## src/rtl/wmco_ram.sv

```systemverilog
// ---------------------------------------------------------------------------
// wmco_ram
// Generic single write port, single read port RAM with registered read.
// ---------------------------------------------------------------------------
module wmco_ram #(
   parameter int WIDTH = 8,
   parameter int DEPTH = 16
) (
   input  logic                     clock,
   input  logic                     wr_en,
   input  logic [$clog2(DEPTH)-1:0] wr_addr,
   input  logic [WIDTH-1:0]         wr_data,
   input  logic                     rd_en,
   input  logic [$clog2(DEPTH)-1:0] rd_addr,
   output logic [WIDTH-1:0]         rd_data
);

   logic [WIDTH-1:0] mem_ff [DEPTH];
   logic [WIDTH-1:0] rd_data_ff;

   always_ff @(posedge clock) begin
      if (wr_en) begin
         mem_ff[wr_addr] <= wr_data;
      end
      if (rd_en) begin
         rd_data_ff <= mem_ff[rd_addr];
      end
   end

   assign rd_data = rd_data_ff;

endmodule

```

## config.mk

```make
export PLATFORM = sky130hd
export DESIGN_NAME = wmco_ram
export DESIGN_NICKNAME = d
export VERILOG_FILES = /design/src/rtl/wmco_ram.sv
export SDC_FILE = /design/constraint.sdc
export NUM_CORES = 1
export LEC_CHECK = 0
export ABC_AREA = 1
export CORE_ASPECT_RATIO = 1.75
export CORE_MARGIN = 5
export CORE_UTILIZATION = 25
export CTS_CLUSTER_SIZE = 25
export DETAILED_ROUTE_END_ITERATION = 8
export DONT_BUFFER_PORTS = 1
export PLACE_DENSITY = 0.34
export SYNTH_ARGS = -nofsm -noshare
export SYNTH_HDL_FRONTEND = slang
export SYNTH_SLANG_ARGS = --single-unit
```

## constraint.sdc

```tcl
create_clock -name clock -period 1.74 [get_ports clock]
set_input_delay 0.087 -clock clock [delete_from_list [all_inputs] [get_ports clock]]
set_output_delay 0.087 -clock clock [all_outputs]
set_load 0.005 [all_outputs]
```

==> results_dict.tcl <==
set metrics [dict create \
    worst_path_most_repeated_cell "nand3_1" \
    cp_num_buf_inv 2 \
    final.min_clock_period_ns 1.58 \
    critPathSlowestCell "dlygate4sd3_1" \
    max_clock_freq_mhz 633 \
    max-clock-path-buffers 2 \
    cp_num_cells 7 \
    reg2reg_depth 7 \
    status "finished, final reports clean" \
    hold_path.class "in2reg" \
    syn_inst 551 \
    cpPeakStageDelay_ns 0.55 \
    placed_area_um2 6250 \
    drive_gt1_share_pct 9.09 \
    finalCritPeriodShare_pct 90.8 \
    fin_nets 600 \
    dr_total_vias 3704 \
    drtIter0Drc 209 \
    ir_drop_mv 0.553 \
    clock-root-buffer "clkbuf_16" \
    drc 0 \
    arrival_ns 1.75 \
    track_usage_pct 12.8 \
    gr-total-overflow 0 \
    ant_nets 0 \
    ios 27 \
    cts_setup_buffers 0 \
    end_kind "flop" \
    worstSetupPathType "reg2reg" \
    grt_pass1_wl_mm 24.6 \
    die_y_um 212 \
    globalplace.congestion 0.743 \
    cp-startpoint "mem_ff[11][5]$_DFFE_PP_" \
    required_ns 1.91 \
    crit_family "buffers and inverters" \
    cts_tree "yes" \
    final_cell_mix "nand2_1 (173), edfxtp_1 (136), inv_1 (100)" \
    crit_chain "inv_1 > nand2_1 > nand3_1 > nand3_1 > nand3_1 > dlygate4sd3_1 > nand2_1" \
    fin_skew_ns 0.00789 \
    syn-cell-area_um2 5850 \
    insertion_delay_ns 0.42 \
    finalHoldViolCount 0 \
    holdWs_ns 0.0148 \
    layout.cells.most_common "nand2_1" \
    fp.coreArea_um2 23200 \
    cp_max_fo 1 \
    htree_num_levels 4 \
    die_area_um2 26700 \
    fin_util_pct 29.8 \
    yosys_warnings 0 \
    num_rows 74 \
    start_util_pct 25.2 \
    syn_avg_cell_area_um2 10.6 \
    grt_max_degree 66 \
    dp_hpwl_mm 10.4 \
    port_buffers 0 \
    cap_viol_max_count 0 \
    wl_mm 16.3 \
    worst_pin_slew_ns 0.736 \
    start_kind "flop" \
    wire_per_inst_um 18.1 \
    first_global_vias 3837 \
    leakagePower_uw 0.00286 \
    min_delay_path_depth 4 \
    ys_types 11 \
    powerDensity_nw_per_um2 1090 \
    rsz0062_at_grt "no" \
    clock_sinks 136 \
    dr.pass1.iters 5 \
    fin_tns_setup_ns 0 \
    clkSlewWorstSetupHoldPaths_ns 0.06 \
    ys_top_cells_by_area "edfxtp_1 (70%), nand2_1 (11%), nand3_1 (8.3%)" \
    via_per_inst 4.12 \
    syn_to_final_growth_pct 18.5 \
    r2r-start "mem_ff[11][5]$_DFFE_PP_" \
    synth_top_area_share_pct 69.8 \
    slew_violations 0 \
    n_fill_cell 2379 \
    worstHoldStart "rd_addr[1]" \
    antenna_found_initial 1 \
    ys_ff_latch 136 \
    die_w_um 126 \
    relSlewSlack_pct 50.7 \
    syn-num-nets 570 \
    cts_buffers 17 \
    design_area_um2 6930 \
    synth-seq-area-share_pct 69.8 \
    final-setup-viol-count 0 \
    synth_top_area_cell "edfxtp_1" \
]
[worst paths after layout]
| check | end | slack, ns |
|---|---|---|
| hold / removal | rd_data[7]$_DFFE_PP_ | 0.01 |
| setup / recovery | rd_data[5]$_DFFE_PP_ | 0.16 |
| hold reg to reg | rd_data[7]$_DFFE_PP_ | 0.75 |
| setup reg to reg | rd_data[5]$_DFFE_PP_ | 0.16 |
[cell usage after synthesis]
| library cell | instances |
|---|---|
| buf_6 | 6 |
| nand2_1 | 173 |
| buf_1 | 1 |
| inv_1 | 100 |
| buf_4 | 4 |
| edfxtp_1 | 136 |
| nand3_1 | 97 |
| nor2_1 | 17 |
| buf_2 | 13 |
| inv_2 | 2 |
| nand3b_1 | 2 |
[logic make-up (layout without fill, tap and decap cells)]
| family | after synthesis | in the layout | share of synthesized area, % |
|---|---|---|---|
| AND/OR/NAND/NOR | 289 | 289 | 20.8 |
| flip-flops | 136 | 136 | 69.8 |
| buffers and inverters | 126 | 169 | 9.39 |
| other | 0 | 1 | 0 |
[metal layers]
layer	vias to the layer above	wire (um)	global-route usage, %
met5	-	0	0
met2	64	8810	23.5
met3	13	701	3.52
li1	1842	-	-
met1	1785	6480	14.2
met4	0	271	4.38
[per-stage QoR]
step,std cells,setup WS [ns],total power [uW]
6_report,899,0.161,7550
5_1_grt,898,0.0184,7840
4_1_cts,898,0.128,7650
3_5_place_dp,854,0.457,4110
3_3_place_gp,854,0.470,4110
2_1_floorplan,551,0.702,4040
[sequential cells by signal, summed over array words and instances, names as in the netlist]
signal	cells
mem_ff	128
rd_data	8
[what timing repair did]
| action | 4_1_cts | 5_1_grt |
|---|---|---|
| resized for setup | 0 | 0 |
| hold endpoints to repair | 144 | 0 |
| hold buffers | 12 | 0 |
[worst register-to-register path: cells and delay by family (launching register included)]
family	cells	cell delay (ns)
buf+inv	2	0.61
simple gates	5	0.34
flops	1	0.37
[area by class of cell]
class / count / area, um2 / area share [%]
flip-flops and latches: 136 / 4080 / 58.9
diodes: 1 / 2.50 / 0.0361
inverters: 102 / 383 / 5.52
multi-input cells: 289 / 1210 / 17.5
well taps: 304 / 380 / 5.49
clock buffers: 17 / 425 / 6.14
repair buffers: 35 / 305 / 4.41
clock inverters: 15 / 136 / 1.97
[where the power goes]
group | internal [uW] | total [uW] | switching, uW | leakage (uW)
logic | 124 | 392 | 268 | 0.00137
clock network | 2080 | 3440 | 1360 | 0.000259
registers | 3690 | 3720 | 29.5 | 0.00124
total | 5890 | 7550 | 1660 | 0.00286
Note: power is estimated with default switching activity, not from simulation.
